## src/rtl/u8d_pkg.sv

```systemverilog
`default_nettype none

package u8d_pkg;

  // Result status codes
  typedef enum logic [1:0] {
    STATUS_OK        = 2'd0,
    STATUS_RESERVED  = 2'd1,
    STATUS_MALFORMED = 2'd2
  } status_t;

  localparam logic [7:0]  MASK_FIRST_BIT = 8'h80;
  localparam logic [7:0]  MASK_LOW6      = 8'h3F;
  localparam logic [15:0] UNIT_MAX       = 16'hFFFF;
  localparam logic [15:0] UNIT_NONCHAR   = 16'hFFFE;

  localparam logic [2:0] LEN_ONE   = 3'd1;
  localparam logic [2:0] LEN_TWO   = 3'd2;
  localparam logic [2:0] LEN_THREE = 3'd3;
  localparam logic [2:0] LEN_FOUR  = 3'd4;

  // One step's outcome, handed from the decode step to the result register
  typedef struct packed {
    logic        emit;
    logic [15:0] code_unit;
    logic [2:0]  seq_length;
    status_t     status;
  } result_t;

endpackage

`default_nettype wire

```

## src/rtl/utf8_stream_decoder_16bit.sv

```systemverilog
// UTF-8 byte stream to 16-bit code unit decoder.
// Input channel: in_valid / in_ready with one byte per transaction on
// in_data_byte. Output channel: out_valid / out_ready with one code unit,
// its byte count and a status per transaction. Multi-byte characters give
// one output transaction for the last byte of the sequence only; lead and
// middle bytes give none. Status 1 flags a multi-byte result of 0, 0xFFFE
// or 0xFFFF; status 2 flags a stray continuation byte or a byte of 0xF8 and
// above. Four-byte characters keep only the low 16 bits.
// Path: the byte completing a result sits in the input register, and the
// result register then loads the result once it is free to take it.
// Throughput: one byte per cycle while the receiver does not stall.
// Reset (rst_n low, synchronous) empties both registers and returns the
// decoder to the idle state, with no partial sequence held.
// When the receiver stalls, the result register holds its transaction; the
// input register keeps taking bytes that produce no result, and back
// pressure reaches in_ready only once a second result is waiting.
`default_nettype none

module utf8_stream_decoder_16bit (
  input  wire logic        clk,
  input  wire logic        rst_n,
  input  wire logic        in_valid,
  output      logic        in_ready,
  input  wire logic [7:0]  in_data_byte,
  output      logic        out_valid,
  input  wire logic        out_ready,
  output      logic [15:0] out_code_unit,
  output      logic [2:0]  out_seq_length,
  output      logic [1:0]  out_status
);

  logic              in_valid_r;
  logic [7:0]        in_data_r;
  logic              out_valid_r;
  logic [15:0]       code_unit_r;
  logic [2:0]        seq_length_r;
  u8d_pkg::status_t  status_r;
  u8d_pkg::result_t  res;
  logic              out_free;
  logic              step_fire;

  // Result register can take a new transaction when empty or being drained
  assign out_free  = !out_valid_r || out_ready;
  // Advance the decode step unless its result has nowhere to go
  assign step_fire = in_valid_r && (!res.emit || out_free);
  assign in_ready  = !in_valid_r || step_fire;

  u8d_step u_step (
    .clk       (clk),
    .rst_n     (rst_n),
    .fire      (step_fire),
    .data_byte (in_data_r),
    .res       (res)
  );

  // Input register
  always_ff @(posedge clk) begin
    if (!rst_n) begin
      in_valid_r <= 1'b0;
    end else if (in_ready) begin
      in_valid_r <= in_valid;
    end
  end

  always_ff @(posedge clk) begin
    if (in_ready && in_valid) begin
      in_data_r <= in_data_byte;
    end
  end

  // Result register
  always_ff @(posedge clk) begin
    if (!rst_n) begin
      out_valid_r <= 1'b0;
    end else if (out_free) begin
      out_valid_r <= step_fire && res.emit;
    end
  end

  always_ff @(posedge clk) begin
    if (step_fire && res.emit) begin
      code_unit_r  <= res.code_unit;
      seq_length_r <= res.seq_length;
      status_r     <= res.status;
    end
  end

  assign out_valid      = out_valid_r;
  assign out_code_unit  = code_unit_r;
  assign out_seq_length = seq_length_r;
  assign out_status     = status_r;

  // A held byte that could not advance is still held next cycle
  assert property (@(posedge clk) disable iff (!rst_n)
    in_valid_r && !step_fire |=> in_valid_r)
    else $error("input register dropped a stalled byte");

  // Every result carries a byte count of one to four
  assert property (@(posedge clk) disable iff (!rst_n)
    out_valid |-> (out_seq_length != 3'd0 && out_seq_length <= u8d_pkg::LEN_FOUR))
    else $error("result byte count out of range");

  // A malformed byte is reported alone with a zero code unit
  assert property (@(posedge clk) disable iff (!rst_n)
    out_valid && out_status == u8d_pkg::STATUS_MALFORMED |->
      out_code_unit == 16'h0000 && out_seq_length == u8d_pkg::LEN_ONE)
    else $error("malformed result carries data");

  // The reserved flag only ever marks multi-byte results
  assert property (@(posedge clk) disable iff (!rst_n)
    out_valid && out_status == u8d_pkg::STATUS_RESERVED |->
      out_seq_length != u8d_pkg::LEN_ONE)
    else $error("single-byte result flagged as reserved");

endmodule

`default_nettype wire

```

## src/rtl/u8d_step.sv

```systemverilog
`default_nettype none

module u8d_step (
  input  wire logic              clk,
  input  wire logic              rst_n,
  input  wire logic              fire,
  input  wire logic [7:0]        data_byte,
  output u8d_pkg::result_t       res
);

  logic [15:0] acc_r, acc_nxt;
  logic [1:0]  rem_r, rem_nxt;
  logic [2:0]  exp_len_r, exp_len_nxt;
  logic [15:0] shifted;

  assign shifted = {acc_r[9:0], data_byte[5:0] & u8d_pkg::MASK_LOW6[5:0]};

  always_comb begin
    acc_nxt        = acc_r;
    rem_nxt        = rem_r;
    exp_len_nxt    = exp_len_r;
    res.emit       = 1'b0;
    res.code_unit  = 16'h0000;
    res.seq_length = u8d_pkg::LEN_ONE;
    res.status     = u8d_pkg::STATUS_OK;
    if (rem_r == 2'd0) begin
      if ((data_byte & u8d_pkg::MASK_FIRST_BIT) == 8'h00) begin
        res.emit      = 1'b1;
        res.code_unit = {8'h00, data_byte};
      end else if (data_byte inside {[8'hC0:8'hDF]}) begin
        acc_nxt     = {11'h000, data_byte[4:0]};
        exp_len_nxt = u8d_pkg::LEN_TWO;
        rem_nxt     = 2'd1;
      end else if (data_byte inside {[8'hE0:8'hEF]}) begin
        acc_nxt     = {12'h000, data_byte[3:0]};
        exp_len_nxt = u8d_pkg::LEN_THREE;
        rem_nxt     = 2'd2;
      end else if (data_byte inside {[8'hF0:8'hF7]}) begin
        acc_nxt     = {13'h0000, data_byte[2:0]};
        exp_len_nxt = u8d_pkg::LEN_FOUR;
        rem_nxt     = 2'd3;
      end else begin
        // stray continuation byte or invalid lead byte
        res.emit   = 1'b1;
        res.status = u8d_pkg::STATUS_MALFORMED;
      end
    end else begin
      rem_nxt = rem_r - 2'd1;
      if (rem_r == 2'd1) begin
        res.emit       = 1'b1;
        res.code_unit  = shifted;
        res.seq_length = exp_len_r;
        if (shifted == 16'h0000 || shifted == u8d_pkg::UNIT_NONCHAR ||
            shifted == u8d_pkg::UNIT_MAX) begin
          res.status = u8d_pkg::STATUS_RESERVED;
        end
        acc_nxt     = 16'h0000;
        exp_len_nxt = 3'd0;
      end else begin
        acc_nxt = shifted;
      end
    end
  end

  always_ff @(posedge clk) begin
    if (!rst_n) begin
      acc_r     <= 16'h0000;
      rem_r     <= 2'd0;
      exp_len_r <= 3'd0;
    end else if (fire) begin
      acc_r     <= acc_nxt;
      rem_r     <= rem_nxt;
      exp_len_r <= exp_len_nxt;
    end
  end

endmodule

`default_nettype wire

```

## config.mk

```make
export PLATFORM = sky130hd
export DESIGN_NAME = utf8_stream_decoder_16bit
export DESIGN_NICKNAME = d
export VERILOG_FILES = /design/src/rtl/u8d_pkg.sv /design/src/rtl/utf8_stream_decoder_16bit.sv /design/src/rtl/u8d_step.sv
export SDC_FILE = /design/constraint.sdc
export NUM_CORES = 1
export LEC_CHECK = 0
export ABC_CLOCK_PERIOD_IN_PS = 6610
export BUFFER_PORTS_ARGS = -buffer_cell sky130_fd_sc_hd__buf_2
export CAP_MARGIN = 20
export CORE_MARGIN = 10
export CORE_UTILIZATION = 30
export DETAILED_ROUTE_END_ITERATION = 8
export MAX_ROUTING_LAYER = met4
export PLACE_DENSITY = 0.59
export SLEW_MARGIN = 10
export SYNTH_ARGS = -nofsm -noshare
export SYNTH_HDL_FRONTEND = slang
export SYNTH_SLANG_ARGS = --single-unit
```

## constraint.sdc

```tcl
create_clock -name clk -period 6.61 [get_ports clk]
set_clock_uncertainty 0.2 [all_clocks]
set_input_delay 1.322 -clock clk [delete_from_list [all_inputs] [get_ports clk]]
set_output_delay 1.322 -clock clk [all_outputs]
set_load 0.05 [all_outputs]
```

==> results of run 1 <==
[metrics by stage]
step / power (uW) / util [%] / setup WS (ps) / cell area (sq um)
after global routing: 588 / 36.0 / 3000 / 2290
after global placement: 394 / 34.6 / 3070 / 2190
after detailed placement: 395 / 34.6 / 3060 / 2190
after CTS: 568 / 36.0 / 3060 / 2290
after floorplan: 378 / - / 3210 / 1970
final: 564 / 36.0 / 3070 / 2290
[logic make-up (layout without fill, tap and decap cells)]
family,after synthesis,after routing,share of synthesized area (%)
and+or+nand+nor,66,66,19.8
DFF,46,46,61.5
AOI/OAI and AO/OA,30,30,11.3
buffers and inverters,14,47,3.37
muxes,8,8,4.07
[cells in the mapped netlist]
library cell  count
a21boi_0          6
inv_4             1
inv_1             2
nand2b_1          1
and2_4            1
a21oi_1           5
and2b_1           1
clkbuf_4          1
nand3b_1          1
and2_1            6
o21ai_0           3
nand2_1          11
o22ai_1           1
nor3b_1           2
nand4_1           5
nor4_1            4
o221ai_4          1
or4_1             1
a211oi_1          2
or3b_1            1
and3_1           17
o21a_1            6
mux2i_1           8
a21o_1            1
buf_6             1
o211ai_1          3
nor2_1            4
a21boi_1          2
dfxtp_1          17
nor2_2            1
inv_2             1
nor2b_1           1
or3_1             1
clkbuf_1          8
edfxtp_1         29
nand3_1           6
nand3b_2          1
and3_4            1
[layer usage]
layer / vias up / share of wire [%] / track usage (%)
met5: - / 0 / -
met4: 0 / 0.73 / 2.57
met1: 641 / 48 / 10.2
li1: 670 / - / -
met3: 4 / 4.4 / 2.61
met2: 34 / 47 / 13.0
[sequential cells by signal, summed over array words and instances (netlist names)]
| name | count |
|---|---|
| out_valid | 1 |
| out_seq_length | 3 |
| in_data_r | 8 |
| u_step.rem_r | 2 |
| in_valid_r | 1 |
| out_code_unit | 16 |
| u_step.acc_r | 10 |
| u_step.exp_len_r | 3 |
| out_status | 2 |
[tightest hold or removal path: stages (launching register included)]
cell and delay [ps]:
dfxtp_1 310, nand2_1 50, mux2i_1 50
[power by group]
group | switching (uW) | internal [uW]
Sequential | 9.99 | 317
Combinational | 43.1 | 17.6
Clock | 92.6 | 84.5
[worst max path at each step]
stage               slack, ps       end  depth (start not counted)
CTS                      3060  in_ready                          5
floorplan                3210  in_ready                          3
global route             3000  in_ready                          5
finish                   3070  in_ready                          5
global placement         3070  in_ready                          5
detailed placement       3060  in_ready                          5
[cell type report]
cell class	instances	area, sq um
Fill cell	626	4060
Sequential cell	46	1210
Multi-Input combinational cell	104	692
Timing Repair Buffer	35	178
Tap cell	77	96.3
Clock buffer	7	86.3
Inverter	4	17.5
Clock inverter	1	5.00
==> results.md, run 1 <==
- Status: finished clean
- Tmin final: 3540 ps
- Core Region: 6350 sq um
- CP Capture Type: primary output
- Max Clk Rate: 0.282 GHz
- Antenna violations before repair: 0
- CTS Sinks: 46
- Hold path depth: 2
- Fin. Hold Viols: 0
- Most frequent cells in the layout: buf_2 (34), edfxtp_1 (29), and3_1 (17), dfxtp_1 (17), nand2_1 (11)
- Wire per inst: 15.1 um
- Die Width: 101 um
- Post-synth top area share: 44.2%
- CP max stage cell: buf_2
- Initial Utilization: 31.0%
- HP Class: reg -> reg
- Synth area leaders: edfxtp_1 (44%), dfxtp_1 (17%), and3_1 (5.4%), mux2i_1 (4.1%), a21boi_0 (2.3%)
- Worst-Skew Late Latency: 300 ps
- CP Buf/Inv Count: 3
- DIE AREA: 10,200 sq um
- ANT nets after route: 0
- Number of diodes: 0
- CP cell instances: buf_2 -> nand2b_1 -> nor2_1 -> inv_1 -> buf_2
- DRT Wirelength: 4120 um
- Nets: 208
- Register clock-pin slew on the reported worst setup and hold paths: 80 ps
- CTS tree: built
- Post-synthesis sequential area ratio: 61.5%
- Post-Layout Cell Count: 274
- Row cnt: 29
- Crit path max-delay family: buffers and inverters
- Number of buffers added on ports: 34
- Die height: 101 um
- Maximum vdd ir drop: 0.0973 mV
- R2R Setup Slk: 4220 ps
- Fin. max-slew vios: 0
- Hold Path Sink: u_step.exp_len_r[2]
- Largest net degree at the start of global routing: 26
- Clk buf depth: 2
- RSZ-0062 raised after global routing: no
- DRT iter0 DRCs: 86
- CP peak stage delay: 210 ps
- Placer congestion estimate: 0.846
- Max-cap violation count: 0
- H-tree depth: 2
- Mapped Area: 1970 sq um
- Tcrit/Tclk final: 53.6%
- Worst-margin pin slew: 668 ps
- Yosys warns: 0
- Syn Nets: 176
- Hold-fix buffers, CTS: 0
- Worst hold start: u_step.exp_len_r[2]
- Final setup viols: 0
- Slew HR: 55.4%
- Area grow syn2layout: 16.1%
- Syn Inst Count: 164
- WHS: 253 ps
- CP Class: in -> out
- Register bit total from synthesis: 46
- Overall Global Routing Usage: 8.39%
- Reg-to-reg critical path startpoint: u_step.rem_r[0]
- Pre-Repair DR Iteration Count: 4
- Via count: 1,349
- Num ports: 35
- Cells after DPL: 266
- CTS resizes: 0
- CP Launch Type: input port
- Critical R2R Capture: in_data_r[0]
- Crit path max fanout: 3
- Crit path from: out_ready
- DRC: 0
- Leakage: 0.000879 uW
- Pwr/cell area: 247 nW/um^2
- First-pass GRT wire length: 6720 um
- Syn avg cell area: 12.0 sq um
- R2R cell count: 4
- Overflow after GRT: 0
- Req. time, crit path: 5090 ps
- Arr. time, crit path: 2020 ps
- Number of distinct library cells after synthesis: 38
- CTS Root Buffer Type: clkbuf_8
- Vias in the first global route: 1,329
- Commonest non-fill, non-tap cell in the layout: buf_2
- Layout cells sized above 1: 24.9%
- Largest area contributor in the netlist: edfxtp_1
- Setup Buffers After CTS: 0
- Via-to-Cell Ratio: 4.92
- Setup tns final: 0 ps
- DP HPWL: 2860 um
- CP dominant cell by count: buf_2
- CTS Buf Count: 5
Note: power is estimated with default switching activity, not from simulation.
==> run 2, diff against run 1 <==
Settings changed: ABC_CLOCK_PERIOD_IN_PS 6610 to 3370.
Clock period 6.61 ns to 3.37 ns, I/O delays scaled along.
==> results.md, run 2 (synthesis gave the netlist of run 1 again) <==
- Status: finished clean
- Setup Buffers After CTS: 0
- Tcrit/Tclk final: 83.3%
- Core Region: 6350 sq um
- Vias in the first global route: 1,310
- Row cnt: 29
- Switching share of power: 25.5%
- CTS Root Buffer Type: clkbuf_8
- First-pass GRT wire length: 6600 um
- Sequential share of power: 59.3%
- Via count: 1,337
- CTS Buf Count: 5
- Crit path max fanout: 20
- Leakage: 0.000870 uW
- Commonest non-fill, non-tap cell in the layout: buf_2
- Wire per inst: 15.0 um
- Uppermost layer routed: met4
- Most frequent cells in the layout: buf_2 (34), edfxtp_1 (29), and3_1 (17), dfxtp_1 (17), nand2_1 (11)
- Via-to-Cell Ratio: 4.88
- Req. time, crit path: 2500 ps
- RSZ-0062 raised after global routing: no
- DP HPWL: 2970 um
- Internal: 803 uW
- Max FFs per register: 16
- CTS tree: built
- ANT nets after route: 0
- Slew HR: 55.5%
- H-tree depth: 2
- CP Capture Type: primary output
- CP Launch Type: flop
- Largest net degree at the start of global routing: 26
- Nets: 208
- Worst-margin pin slew: 665 ps
- HP Class: reg -> reg
- Register clock-pin slew on the reported worst setup and hold paths: 80 ps
- Metal2 WL: 1950 um
- Number of buffers added on ports: 34
- Net Sw Power: 275 uW
- Setup tns final: 0 ps
- Die Width: 101 um
- Max Clk Rate: 0.356 GHz
- Pwr/cell area: 474 nW/um^2
- CP Class: reg -> out
- Arr. time, crit path: 1930 ps
- Overall Global Routing Usage: 8.24%
- Maximum vdd ir drop: 0.169 mV
- Initial Utilization: 31.0%
- Met3 WL: 188 um
- Pwr Total: 1080 uW
- Number of diodes: 0
- Hold-fix buffers, CTS: 0
- DRT Wirelength: 4100 um
- Final Cell Area: 2270 sq um
- Met1 WL: 1940 um
- Combinational share of power: 11.1%
- Clock share of power: 29.5%
- Fin. max-slew vios: 0
- Num ports: 35
- Placer congestion estimate: 0.808
- Final setup viols: 0
- Layout cells sized above 1: 23.9%
- Overflow after GRT: 0
- Die height: 101 um
- DIE AREA: 10,200 sq um
- Pre-Repair DR Iteration Count: 4
- Max-cap violation count: 0
- Cell Area, Placed: 2190 sq um
- Clk buf depth: 2
- CTS Sinks: 46
- CTS resizes: 0
- Tmin final: 2810 ps
- Antenna violations before repair: 0
- DRC: 0
- DRT iter0 DRCs: 87
- Fin. Hold Viols: 0
- Worst-Skew Late Latency: 290 ps
- Area grow syn2layout: 15.5%
run 2: changes by cell type in the layout (fill, tap and decap cells not counted), sizes merged:
| cell | previous run | this run |
|---|---|---|
| clkbuf | 7 | 8 |
| clkinv | 1 | 0 |
run 2: power by group through the flow:
stage	sequential [uW]	clock, uW	combinational, uW
after floorplan	686	0	55.4
after global placement	653	0	121
after detailed placement	653	0	122
after CTS	640	325	122
after global routing	644	350	130
final	640	319	120
run 2: cell type report:
type	count	area [sq um]
fill	644	4080
sequential	46	1210
multi-input combinational	104	692
timing repair buffer	35	178
tap	77	96.3
clock buffer	8	80.1
inverter	4	17.5
run 2: path summary, 6_finish.rpt:
| kind | end | slack, ps | cells past startpoint | startpoint |
|---|---|---|---|---|
| hold reg to reg | u_step.exp_len_r[2] | 260 | 2 | u_step.exp_len_r[2] |
| setup / recovery | in_ready | 560 | 5 | u_step.rem_r[0] |
| setup reg to reg | in_data_r[2] | 990 | 4 | u_step.rem_r[0] |
| hold / removal | u_step.exp_len_r[2] | 260 | 2 | u_step.exp_len_r[2] |
run 2: layer usage:
metal / vias to the layer above / track usage [%]
li1: 670 / -
met4: 0 / 2.25
met2: 42 / 12.9
met3: 2 / 2.33
met1: 623 / 10.2
met5: - / -
run 2: per-stage QoR:
step	hold WS [ps]	setup slack [ps]	cells	util, %
detailed placement	249	900	266	34.6
global route	292	419	274	35.8
CTS	262	556	274	35.8
floorplan	229	959	164	-
global placement	243	917	266	34.6
finish	259	564	274	35.8
run 2: critical path, cell delays in order, from the launching register on:
cell	delay, ps
dfxtp_1	740
nand3b_2	290
o211ai_1	140
nor2_1	210
inv_1	60
buf_2	210
